==> config.mk <==
export PLATFORM = sky130hd
export DESIGN_NAME = lss_queue
export DESIGN_NICKNAME = d
export VERILOG_FILES = /design/src/rtl/lss_pkg.sv /design/src/rtl/lss_queue.sv
export SDC_FILE = /design/constraint.sdc
export NUM_CORES = 1
export LEC_CHECK = 0
export ABC_AREA = 0
export ABC_CLOCK_PERIOD_IN_PS = 2700
export BUFFER_PORTS_ARGS = -buffer_cell sky130_fd_sc_hd__buf_2
export CORE_MARGIN = 2
export CORE_UTILIZATION = 52
export DETAILED_ROUTE_END_ITERATION = 8
export PLACE_DENSITY = 0.9
export SYNTH_ARGS = -nofsm -noshare
export SYNTH_HDL_FRONTEND = slang
export SYNTH_SLANG_ARGS = --single-unit
==> constraint.sdc <==
create_clock -name clk -period 2.7 [get_ports clk]
set_input_delay 0.675 -clock clk [delete_from_list [all_inputs] [get_ports clk]]
set_output_delay 0.675 -clock clk [all_outputs]
set_load 0.02 [all_outputs]
==> src/rtl/lss_pkg.sv <==
`default_nettype none
package lss_pkg;

	localparam int RANGE_BITS         = 16;
	localparam int ANGLE_BITS         = 16;
	localparam int CLUSTER_INDEX_BITS = 8;
	localparam int CFG_BITS           = 16;
	localparam int POINT_BITS         = RANGE_BITS + 1;

	localparam int CFG_INDEX_BITS = 1;
	localparam logic [CFG_INDEX_BITS-1:0] CFG_ANGLE_STEP   = 1'd0;
	localparam logic [CFG_INDEX_BITS-1:0] CFG_DIST_THRESH  = 1'd1;
	localparam logic [CFG_BITS-1:0] ANGLE_STEP_RESET  = 16'd182;
	localparam logic [CFG_BITS-1:0] DIST_THRESH_RESET = 16'd100;

	// CORDIC datapath
	localparam int CORDIC_STEPS = 24;
	localparam int STEP_BITS    = $clog2(CORDIC_STEPS);
	localparam int Q_FRAC       = 30;
	localparam int ACC_BITS     = RANGE_BITS + Q_FRAC + 3;
	localparam int Z_BITS       = 34;
	localparam logic [Q_FRAC-1:0] KINV_Q30 = 30'd652032874;

	localparam int IN_TDATA_BITS  = ((RANGE_BITS + 7) / 8) * 8;
	localparam int OUT_FIELD_BITS = 2 * POINT_BITS + CLUSTER_INDEX_BITS;
	localparam int OUT_TDATA_BITS = ((OUT_FIELD_BITS + 7) / 8) * 8;
	localparam int OUT_TUSER_BITS = 2;

	typedef struct packed {
		logic [RANGE_BITS-1:0] range_mm;
		logic [1:0]            quadrant;
		logic [ANGLE_BITS-1:0] resid;
		logic                  last;
	} lss_req_t;

	typedef enum logic [2:0] {
		BK_IDLE,
		BK_SCALE,
		BK_ROTATE,
		BK_ROUND,
		BK_SQUARE,
		BK_COMPARE,
		BK_EMIT
	} lss_back_state_t;

	// atan(2^-i) in units of 2^-32 turn
	function automatic logic [Q_FRAC-1:0] atan_turn32(input logic [STEP_BITS-1:0] i);
		logic [Q_FRAC-1:0] v;
		case (i)
			5'd0:    v = 30'd536870912;
			5'd1:    v = 30'd316933406;
			5'd2:    v = 30'd167458907;
			5'd3:    v = 30'd85004756;
			5'd4:    v = 30'd42667331;
			5'd5:    v = 30'd21354465;
			5'd6:    v = 30'd10679838;
			5'd7:    v = 30'd5340245;
			5'd8:    v = 30'd2670163;
			5'd9:    v = 30'd1335087;
			5'd10:   v = 30'd667544;
			5'd11:   v = 30'd333772;
			5'd12:   v = 30'd166886;
			5'd13:   v = 30'd83443;
			5'd14:   v = 30'd41722;
			5'd15:   v = 30'd20861;
			5'd16:   v = 30'd10430;
			5'd17:   v = 30'd5215;
			5'd18:   v = 30'd2608;
			5'd19:   v = 30'd1304;
			5'd20:   v = 30'd652;
			5'd21:   v = 30'd326;
			5'd22:   v = 30'd163;
			5'd23:   v = 30'd81;
			default: v = '0;
		endcase
		return v;
	endfunction

endpackage
`default_nettype wire

==> src/rtl/lss_queue.sv <==
`default_nettype none
module lss_queue (
	input  wire logic              clk,
	input  wire logic              arst_n,
	input  wire logic              push,
	input  wire lss_pkg::lss_req_t push_req,
	output logic                   full,
	input  wire logic              pop,
	output logic                   not_empty,
	output lss_pkg::lss_req_t      head
);

	lss_pkg::lss_req_t slot_q [2];
	logic       wr_ptr_q;
	logic       rd_ptr_q;
	logic [1:0] count_q;

	assign full      = count_q == 2'd2;
	assign not_empty = count_q != 2'd0;
	assign head      = slot_q[rd_ptr_q];

	always_ff @(posedge clk) begin
		if (push) begin
			slot_q[wr_ptr_q] <= push_req;
		end
	end

	always_ff @(posedge clk or negedge arst_n) begin
		if (!arst_n) begin
			wr_ptr_q <= 1'b0;
			rd_ptr_q <= 1'b0;
			count_q  <= '0;
		end else begin
			if (push) wr_ptr_q <= !wr_ptr_q;
			if (pop)  rd_ptr_q <= !rd_ptr_q;
			case ({push, pop})
				2'b10:   count_q <= count_q + 2'd1;
				2'b01:   count_q <= count_q - 2'd1;
				default: count_q <= count_q;
			endcase
		end
	end

endmodule
`default_nettype wire

# Word level (Yosys, flattened, before mapping)
# Memory sizes are Yosys's and may differ from the RTL's.
# Cells that the tools add are included.
[totals]
output_inout_bits = 37
latchBits = 0
mem_count = 1
input_bits = 39
reg_bits = 4
rom_bits = 0
mem_bits_rw = 70
[op_classes]
n_addsub = 2
reduce_logical = 4
eq_ne = 3
mux = 3
mul = 0
n_bitwise = 0
shift = 0
magnitude_cmp = 0
n_div = 0
[memory_table]
columns = ["name", "depth", "word_bits", "rd", "rd_ports_with_merged_regs", "write_ports", "line_no", "rtl"]
rows = [
  ["slot_q", 2, 35, 1, 0, 1, "lss_queue.sv:13", "lss_pkg::lss_req_t slot_q [2];"],
]
[ops]
columns = ["operator", "n"]
rows = [
  ["$eq A2 B2 Y1 const B", 2],
  ["$pmux W2 S2", 1],
  ["$reduce_bool A2 Y1", 2],
  ["$add A2 B1 Y2 const B", 1],
  ["$eq A2 B1 Y1 const B", 1],
  ["$logic_not A1 Y1", 2],
  ["$mux W1", 2],
  ["$sub A2 B1 Y2 const B", 1],
]

# Depth between registers and ports, before layout
[depth]
word_depth = 2
mapped_depth = 5
ltp_nobuf = 5

# Worst setup path after synthesis
# Ideal clock, no wire load.
[synth_path]
kind = "input port to flip-flop"
start = "in push"
end = "mem slot_q[0][0] (netlist name), enable pin"
setup_time_ns = 0.428
arrival_ns = 2.205
path_slack_ns = 0.067
stages = 2
n_path_buf = 0
cell_sequence = "inv_1 nor2_1"
[synth_between]
elab_chain_cells = 2
[synth_lines]
columns = ["element", "line_no", "rtl"]
rows = [
  ["start: declaration", "lss_queue.sv:5", "input wire logic push,"],
  ["$mux W1", "lss_queue.sv:23", "if (push) begin"],
  ["$mux W1 (not written as such)", "lss_queue.sv:24", "slot_q[wr_ptr_q] <= push_req;"],
  ["end: declaration", "lss_queue.sv:13", ""],
]
# No other way between the ends.

==> reports/qor.csv <==
metric,value,unit
post-route-min-period,2.49,ns
drt_iter0_drc,65,
cts_hold_buf,0,
cts_root_buf,clkbuf_8,
synth_top_area_share,73.4,%
start_kind,register,
crit_chain,buf_12 -> mux2_4 -> buf_2,
crit_type,register to primary output,
routabilityCongestion,0.667,
vias_per_cell,4.72,
slowest_delay,0.76,ns
synthFlopType,edfxtp_1,
hold_viol,0,
cts_buffers,9,
r2r_cells,2,
post_cts_resize_count,0,
rows,27,
synth.most_common_cell,edfxtp_1,
yosys_register_bits,74,
p_leak,1.41,nW
antenna-diode-count,0,
setup_viol,0,
ir_drop,0.537,mV
finalCoreUtilization,64.3,%
start_util,53.0,%
insertion_delay,0.32,ns
h-tree-depth,3,
finalClockSkew,0.00467,ns
grt_pass1_vias,1393,
avgSynthCellArea,22.9,um^2
yosys-top-cells-area,"edfxtp_1 (73%), mux2_4 (15%), dfrtp_1 (3.5%), mux2_2 (2.4%), buf_12 (2.1%)",
ys_async_sr_fraction,5.41,%
post-cts-setup-buffers,0,
dp_hpwl,2.85,mm
nNetsFinal,251,
synth_edf_count,70,
die_w,78.2,um
die_h,78.2,um
setup_tns,0,ns
overflow,0,
powerDensity,1040,mW/mm^2
routed_wl,4.05,mm
ios,76,
timing.final.crit_share,92.2,%
crit_path_max_fanout,20,
synth_warnings,0,
netlist_area,0.00286,mm^2
max-cap-violations,0,
dr.pass1.iters,4,
antenna_found_initial,1,
slew_violations,0,
fmax,0.402,GHz
cts.clk_slew.worst_paths,0.07,ns
syn2layout_area_growth,21.4,%
clock_sinks,74,
cts_tree,built,
grt_usage,14.4,%
slew_headroom,60.0,%
fin_area,0.00348,mm^2
grt_pass1_wl,6.47,mm
worst_pin_slew,0.600,ns
hold_class,input pin to asynchronous set/reset pin,
crit_required,2.03,ns
cts_buffer_depth,2,
status,"complete, no violations",
end_kind,primary output,
ant_nets,0,
crit_slowest_cell,dfrtp_2,
grt_start_max_net_pins,21,
rsz0062_at_grt,false,
crit_arrival,1.81,ns
dieArea,0.00611,mm^2
synth_cell_types,14,
synth_common_cells,"edfxtp_1 (70), mux2_4 (29), mux2_2 (6)",
drive_gt1_share,60.2,%
wl_per_cell,14.1,um
synthCells,125,
portBuffers,75,
drc,0,
core_area,0.00541,mm^2
yosysTopAreaCell,edfxtp_1,
ys_seq_area_share,76.9,%
post_dp_cell_area,0.00332,mm^2
synth_fp_nets,165,
dr_total_vias,1360,
metal layers:
metal	global-route usage, %	up-vias	wire [um]
met2	22.3	48	1960
li1	-	658	-
met1	17.2	648	1710
met5	0	-	13
met4	5.26	2	12
met3	7.59	4	357
layout by cell type (no fill, tap or decap):
cell type / instances
clkbuf_8: 9
xor2_1: 3
buf_4: 2
clkinv_2: 3
ha_1: 1
dfrtp_2: 1
mux2_2: 6
buf_2: 75
clkinv_1: 1
nor2_4: 1
buf_12: 2
xnor2_1: 2
or2_2: 1
inv_1: 1
mux2_4: 29
and2_2: 1
dfrtp_1: 3
nor2b_1: 1
edfxtp_1: 70
nor2_1: 1
clkbuf_1: 3
final timing paths:
check | to | startpoint | slack (ns)
worst max-delay path | head[7] | rd_ptr_q$_DFFE_PN0P_ | 0.21
worst min-delay path | count_q[1]$_DFFE_PN0P_ | arst_n | 0.14
worst max register to register | slot_q[0][1]$_DFFE_PP_ | wr_ptr_q$_DFFE_PN0P_ | 1.29
worst min register to register | count_q[1]$_DFFE_PN0P_ | count_q[1]$_DFFE_PN0P_ | 0.49
max in group asynchronous | rd_ptr_q$_DFFE_PN0P_ | arst_n | 2.43
min in group clk | count_q[1]$_DFFE_PN0P_ | count_q[1]$_DFFE_PN0P_ | 0.49
registers in the layout, indices dropped and copies added, names as in the netlist:
name	flops
slot_q	70
count_q	2
rd_ptr_q	1
wr_ptr_q	1
area by class of cell:
class,instances,area (um^2)
timing repair buffer,79,430
clock inverter,4,18.8
inverter,1,3.75
multi-input combinational,46,594
tap,72,90.1
clock buffer,12,135
fill,400,1930
sequential,74,2200
metrics by stage:
step	std cells	hold slack [ns]	power, mW	setup WS [ns]
finish	288	0.143	3.61	0.210
global route	288	0.129	3.79	0.122
CTS	288	0.128	3.66	0.180
detailed placement	272	0.476	2.99	0.537
global placement	272	0.464	2.95	0.572
floorplan	125	0.379	2.69	0.0668
power by group:
part           total (mW)  leakage [nW]  internal [mW]  switching, mW
sequential           1.67         0.703           1.53          0.146
combinational        1.27         0.628          0.617          0.650
clock               0.674        0.0816          0.327          0.348
total                3.61          1.41           2.47           1.14
cells by family after synthesis:
kind of cell | Yosys count | share of synthesized area [%]
adder cells (fa/ha/maj) | 1 | 0.437
AND/OR/NAND/NOR | 5 | 0.918
flip-flops | 74 | 76.9
XOR/XNOR | 5 | 1.53
buffers and inverters | 5 | 2.62
multiplexers | 35 | 17.6
worst max-delay path: cells and delay by family, from the launching register on:
family   cells  cell delay, ns
buf+inv      2            0.41
flops        1            0.76
mux          1            0.31
Power figures use the tool's default switching activity.
