$ cat config.mk
export PLATFORM = sky130hd
export DESIGN_NAME = lss_front
export DESIGN_NICKNAME = d
export VERILOG_FILES = /design/src/rtl/lss_pkg.sv /design/src/rtl/lss_front.sv
export SDC_FILE = /design/constraint.sdc
export NUM_CORES = 1
export LEC_CHECK = 0
export BUFFER_PORTS_ARGS = -buffer_cell sky130_fd_sc_hd__buf_2
export CORE_ASPECT_RATIO = 0.5
export CORE_MARGIN = 8
export CORE_UTILIZATION = 40
export DETAILED_ROUTE_END_ITERATION = 6
export GPL_TIMING_DRIVEN = 1
export HOLD_SLACK_MARGIN = 0.05
export PLACE_DENSITY = 0.8
export SLEW_MARGIN = 15
export SYNTH_ARGS = -nofsm -noshare
export SYNTH_HDL_FRONTEND = slang
export SYNTH_SLANG_ARGS = --single-unit
$ cat constraint.sdc
create_clock -name clk -period 2.55 [get_ports clk]
set_input_delay 0.765 -clock clk [delete_from_list [all_inputs] [get_ports clk]]
set_output_delay 0.765 -clock clk [all_outputs]
set_load 0.02 [all_outputs]
$ cat src/rtl/lss_pkg.sv
`default_nettype none
package lss_pkg;

	localparam int RANGE_BITS         = 16;
	localparam int ANGLE_BITS         = 16;
	localparam int CLUSTER_INDEX_BITS = 8;
	localparam int CFG_BITS           = 16;
	localparam int POINT_BITS         = RANGE_BITS + 1;

	localparam int CFG_INDEX_BITS = 1;
	localparam logic [CFG_INDEX_BITS-1:0] CFG_ANGLE_STEP   = 1'd0;
	localparam logic [CFG_INDEX_BITS-1:0] CFG_DIST_THRESH  = 1'd1;
	localparam logic [CFG_BITS-1:0] ANGLE_STEP_RESET  = 16'd182;
	localparam logic [CFG_BITS-1:0] DIST_THRESH_RESET = 16'd100;

	// CORDIC datapath
	localparam int CORDIC_STEPS = 24;
	localparam int STEP_BITS    = $clog2(CORDIC_STEPS);
	localparam int Q_FRAC       = 30;
	localparam int ACC_BITS     = RANGE_BITS + Q_FRAC + 3;
	localparam int Z_BITS       = 34;
	localparam logic [Q_FRAC-1:0] KINV_Q30 = 30'd652032874;

	localparam int IN_TDATA_BITS  = ((RANGE_BITS + 7) / 8) * 8;
	localparam int OUT_FIELD_BITS = 2 * POINT_BITS + CLUSTER_INDEX_BITS;
	localparam int OUT_TDATA_BITS = ((OUT_FIELD_BITS + 7) / 8) * 8;
	localparam int OUT_TUSER_BITS = 2;

	typedef struct packed {
		logic [RANGE_BITS-1:0] range_mm;
		logic [1:0]            quadrant;
		logic [ANGLE_BITS-1:0] resid;
		logic                  last;
	} lss_req_t;

	typedef enum logic [2:0] {
		BK_IDLE,
		BK_SCALE,
		BK_ROTATE,
		BK_ROUND,
		BK_SQUARE,
		BK_COMPARE,
		BK_EMIT
	} lss_back_state_t;

	// atan(2^-i) in units of 2^-32 turn
	function automatic logic [Q_FRAC-1:0] atan_turn32(input logic [STEP_BITS-1:0] i);
		logic [Q_FRAC-1:0] v;
		case (i)
			5'd0:    v = 30'd536870912;
			5'd1:    v = 30'd316933406;
			5'd2:    v = 30'd167458907;
			5'd3:    v = 30'd85004756;
			5'd4:    v = 30'd42667331;
			5'd5:    v = 30'd21354465;
			5'd6:    v = 30'd10679838;
			5'd7:    v = 30'd5340245;
			5'd8:    v = 30'd2670163;
			5'd9:    v = 30'd1335087;
			5'd10:   v = 30'd667544;
			5'd11:   v = 30'd333772;
			5'd12:   v = 30'd166886;
			5'd13:   v = 30'd83443;
			5'd14:   v = 30'd41722;
			5'd15:   v = 30'd20861;
			5'd16:   v = 30'd10430;
			5'd17:   v = 30'd5215;
			5'd18:   v = 30'd2608;
			5'd19:   v = 30'd1304;
			5'd20:   v = 30'd652;
			5'd21:   v = 30'd326;
			5'd22:   v = 30'd163;
			5'd23:   v = 30'd81;
			default: v = '0;
		endcase
		return v;
	endfunction

endpackage
`default_nettype wire

$ cat src/rtl/lss_front.sv
`default_nettype none
module lss_front (
	input  wire logic                                clk,
	input  wire logic                                arst_n,
	input  wire logic [lss_pkg::CFG_BITS-1:0]        angle_step,
	input  wire logic                                in_valid,
	output logic                                     in_ready,
	input  wire logic [lss_pkg::RANGE_BITS-1:0]      in_range,
	input  wire logic                                in_last,
	output logic                                     push,
	output lss_pkg::lss_req_t                        push_req,
	input  wire logic                                q_full
);

	localparam int AB = lss_pkg::ANGLE_BITS;

	logic [AB-1:0] sample_angle_q;
	logic [AB-1:0] shifted;
	logic [1:0]    quad;

	assign in_ready = !q_full;
	assign push     = in_valid && in_ready;

	// nearest quadrant, residual kept within one eighth of a turn
	assign shifted = sample_angle_q + (AB'(1) << (AB - 3));
	assign quad    = shifted[AB-1:AB-2];

	always_comb begin
		push_req.range_mm = in_range;
		push_req.quadrant = quad;
		push_req.resid    = sample_angle_q - {quad, {(AB-2){1'b0}}};
		push_req.last     = in_last;
	end

	always_ff @(posedge clk or negedge arst_n) begin
		if (!arst_n) begin
			sample_angle_q <= '0;
		end else if (push) begin
			if (in_last) begin
				sample_angle_q <= '0;
			end else begin
				sample_angle_q <= sample_angle_q + AB'(angle_step);
			end
		end
	end

endmodule
`default_nettype wire

; ---- Word level (Yosys, flattened, before mapping)
; Cells that the tools add are included.
[totals]
word_cells = 7
out_inout_bits = 37
reg_bits = 16
in_bits = 37
[op_classes]
reduce_logical = 2
n_mux = 1
n_addsub = 3
[ops]
columns = op, count
row1 = adder 16 x 14 -> 16 bit (second input constant), 1
row2 = adder 16 bit, 1
row3 = 2-to-1 mux 16 bit, 1
row4 = subtractor 16 bit, 1
row5 = logical AND 1 bit, 1
row6 = zero test 1 bit, 1

; ---- Depth between registers and ports, before layout
[depth]
word_depth = 2
mapped_depth = 10
ltp_nobuf = 10

; ---- Worst setup path after synthesis
; No wires, ideal clock.
[synth_path]
kind = input port to flip-flop
start = in angle_step[0] in the netlist's numbering
end = reg sample_angle_q[12]
t_required_ps = 2429
slack_ps = 61
path_stages = 10
arrival_ps = 2368
cell_sequence = ha_1 inv_1 fa_1 nand2b_1 a21oi_1 or2_1 o41ai_2 o21ai_1 xor2_1 a22o_1
[synth_via]
elab_chain_cells = 2
[synth_rtl]
columns = element, line_no
row1 = start: declaration, lss_front.sv:5  ; input wire logic [lss_pkg::CFG_BITS-1:0] angle_step,
row2 = adder 16 bit, lss_front.sv:42  ; sample_angle_q <= sample_angle_q + AB'(angle_step);
row3 = 2-to-1 mux 16 bit, lss_front.sv:39  ; if (in_last) begin
row4 = end signal: assignment, lss_front.sv:42
row5 = end: declaration, lss_front.sv:17  ; logic [AB-1:0] sample_angle_q;
; No other way between the ends.
; A chain may end at the register's enable or synchronous reset.

; ---- Final worst setup path
[layout_path]
start = in angle_step[0] in the netlist's numbering
end = reg sample_angle_q[14]
; Same word-level chain as after synthesis.

==> impl.org <==
** Outcome
- Result of the run :: finished, final reports clean

** Detailed routing
- Vias after detailed routing :: 1316
- For this block, the initial DRC count from the detailed router was 32.
- DRC violation count after routing :: 0
- Summed over all layers, the routed wires come to approximately 3.8 mm.
- Per-cell routed wire length :: around 15 um
- The first TritonRoute pass finished after 4 iterations.
- In the routed layout, each cell is associated on average with a via count of 5.18.
- The count of nets left with antenna violations once routing finished came out at 0.

** Logic synthesis
- Synthesis produced 176 cells.
- Yosys warning count :: 0
- After synthesis the netlist holds a flip-flop and latch count of 16.
- Counting flops with an async set or reset pin after synthesis yields a share of 1.00.
- After synthesis, the mean cell area works out to 8.97 sq um.
- Syn_nets :: between 200 and 250
- Prevailing post-synth register cell :: sky130_fd_sc_hd__dfrtp_1
- Number of distinct library cells after synthesis :: 40
- Number of enable flip-flop cells after synthesis :: 0
- For this run, the register share of the synthesized area comes to 0.254.
- In this run the cell area of the synthesized design comes to 1580 sq um.

** Critical path
- Minimum setup slack among reg-to-reg paths :: 270 ps
- Data required time of the worst path :: 2700 ps
- CP startpoint kind :: input pin
- The startpoint identified for the worst register-to-register timing path is sample_angle_q[0].
- Measured in cells, the most critical reg-to-reg path has a length of 10.
- The critical path is of the in -> reg type.
- Arrival time of the worst setup path :: about 2600 ps
- Along the worst path, the maximum fanout reaches 2.
- In this run the critical register-to-register path is captured at sample_angle_q[14].
- STA classifies the critical path endpoint as a register.

** STA
- The worst path needs 2490 ps of the cycle, external delays included.
- The hold violation total from the final report is 0.
- For this run, the top clock speed supported by timing is ~0.4 GHz.
- On the final layout, the worst hold slack is 416 ps.
- Largest clock skew in the final design :: 1.76 ps
- Setup violations remaining at the end of the flow were counted as 0.
- Max-slew headroom at the worst pin :: 0.494
- Share of the cycle needed by the critical path after routing :: 0.976
- Number of slew-limit violations in the final report :: 0
- Slew at the pin with the worst max-slew slack :: 757 ps

** Clock network
- The tree is rooted in a sky130_fd_sc_hd__clkbuf_8.
- CTS built an H-tree with a depth of 1.
- For the worst-skew pair, the clock arrives at the later sink with an insertion delay of 260 ps.
- Counting the buffers created by CTS gives 3.
- The clock drives 16 sinks.
- Clock-pin slew was measured on the worst setup and hold paths at 70 ps.
- Counting along the longest clock path gives a buffer depth of 2.
- CTS tree :: built
- Hold repair after CTS inserted 0 buffers.

** Floorplan
- Std-Cell Core Area :: 3840 sq um
- DIE AREA :: 6340 sq um
- For this design the top-level I/O count stands at 74.
- Site Rows :: 16
- The die is 60.4 um tall.
- Die width :: 105 um
- Initial standard-cell utilization of the core :: 0.411

** Power
- Worst ir drop on vdd :: 0.000256 V
- Static power due to leakage :: 0.936 nW
- Power density normalized to cell area :: 1020 nW/um^2

** Global route
- The via count of the first global-routing pass came to 1425.
- Across every metal layer, demand over resource in global routing totals 0.121.
- Leftover overflow at the end of global routing :: 0
- Maximum number of pins on one net before global-route repair :: 23
- Antenna violations before repair :: 0
- The first global-routing pass estimated 6.32 mm of wire.

** Cells and area
- Total Nets Final :: between 200 and 300
- Biggest registers after layout :: sample_angle_q: 16 flops
- For this run, the share of the core covered by cells in the final layout is 0.465.
- Of the cells placed in the final design, the portion with a size suffix greater than 1 is 0.340.
- Largest reg by FF count :: sample_angle_q
- Area added between synthesis and finish :: 13.1%
- The register with the most flip-flops in the layout has 16 of them.
- The library cell used most frequently in the layout, excluding fill and tap cells, is sky130_fd_sc_hd__buf_2.
- In the layout the commonest cells are sky130_fd_sc_hd__buf_2, sky130_fd_sc_hd__ha_1, sky130_fd_sc_hd__dfrtp_1.
- The repair_antennas step left the layout with diodes totalling 0.

** Placement
- Count of buffers inserted at the top-level ports :: 41
- After legalization and detailed placement, the total HPWL measured 2.91 mm.
- Routability cong. :: 0.844

** Job
- Count of maximum capacitance violations :: 0

** Hold path
- The worst hold path belongs to the class in -> async.
[worst max path at each step]
stage,cells past startpoint,end,from
floorplan,10,sample_angle_q[12],angle_step[0]
global placement,11,sample_angle_q[12],angle_step[0]
detailed placement,11,sample_angle_q[12],angle_step[0]
CTS,11,sample_angle_q[12],angle_step[0]
global route,11,sample_angle_q[14],angle_step[0]
finish,11,sample_angle_q[14],angle_step[0]
[power by group]
group | switching, mW | leakage, nW | internal [mW]
clock | 0.100 | 0.0288 | 0.137
combinational | 0.649 | 0.699 | 0.516
sequential | 0.0768 | 0.208 | 0.335
[repair_timing]
| item | in CTS | in global routing |
|---|---|---|
| setup buffers | 0 | 0 |
| endpoints found under the setup margin | 0 | 5 |
| resized for setup | 0 | 4 |
[cells by family (layout without fill, tap and decap cells)]
kind of cell    after synthesis  count (layout)  share of synthesized area
compound gates               48              48                      0.223
buf+inv                      45              69                      0.181
simple gates                 34              34                      0.112
fa+ha+maj                    18              18                      0.147
flops                        16              16                      0.254
xor+xnor                     14              14                     0.0777
mux                           1               1                    0.00634
[metrics by stage]
step	TNS, ps	instance area (sq um)	setup WS [ps]	instances	power (mW)
3_3_place_gp	-452	1710	-122	250	1.50
3_5_place_dp	-787	1710	-184	250	1.55
4_1_cts	0	1760	80.1	254	1.80
2_1_floorplan	0	1580	60.7	176	1.32
6_report	0	1790	62.1	254	1.81
5_1_grt	-13.9	1790	-13.9	254	1.95
[routing by layer]
metal / GRT usage / vias to the layer above / routed length (um)
li1: - / 645 / -
met1: 0.122 / 630 / 1590
met2: 0.236 / 31 / 2040
met3: 0.0328 / 10 / 172
met4: 0.0562 / 0 / 48
met5: 0 / - / 0
[layout make-up]
class | instances | area, sq um
clock buffer | 4 | 55.1
fill | 385 | 2060
inverter | 11 | 41.3
multi-input combinational | 115 | 918
sequential | 16 | 400
tap | 54 | 67.6
timing repair buffer | 54 | 303
[critical path, cell delays in order]
cell and delay [ps]:
sky130_fd_sc_hd__buf_2 100, sky130_fd_sc_hd__ha_1 200, sky130_fd_sc_hd__inv_1 80, sky130_fd_sc_hd__fa_2 210
sky130_fd_sc_hd__nand2b_4 130, sky130_fd_sc_hd__a21oi_2 60, sky130_fd_sc_hd__or2_1 290, sky130_fd_sc_hd__a21o_1 230
sky130_fd_sc_hd__a311oi_2 280, sky130_fd_sc_hd__xnor2_1 90, sky130_fd_sc_hd__a22o_1 190
[synthesized netlist by cell type, types with 2 or more instances]
| cell | number | area share |
|---|---|---|
| sky130_fd_sc_hd__xnor2_1 | 9 | 0.050 |
| sky130_fd_sc_hd__nand3_1 | 5 | 0.016 |
| sky130_fd_sc_hd__o21ai_1 | 5 | 0.016 |
| sky130_fd_sc_hd__nand4_1 | 3 | 0.012 |
| sky130_fd_sc_hd__a22o_1 | 9 | 0.050 |
| sky130_fd_sc_hd__a21o_1 | 3 | 0.014 |
| sky130_fd_sc_hd__nor2_1 | 4 | 0.0095 |
| sky130_fd_sc_hd__o21ai_0 | 5 | 0.016 |
| sky130_fd_sc_hd__a21oi_1 | 11 | 0.035 |
| sky130_fd_sc_hd__a31oi_1 | 2 | 0.0079 |
| sky130_fd_sc_hd__o31ai_1 | 2 | 0.0095 |
| sky130_fd_sc_hd__ha_1 | 17 | 0.13 |
| sky130_fd_sc_hd__nand2b_1 | 5 | 0.020 |
| sky130_fd_sc_hd__dfrtp_1 | 16 | 0.25 |
| sky130_fd_sc_hd__buf_4 | 31 | 0.15 |
| sky130_fd_sc_hd__nand2_1 | 9 | 0.021 |
| sky130_fd_sc_hd__xor2_1 | 5 | 0.028 |
| sky130_fd_sc_hd__clkbuf_1 | 3 | 0.0071 |
| sky130_fd_sc_hd__inv_1 | 11 | 0.026 |
Power figures use the tool's default switching activity.
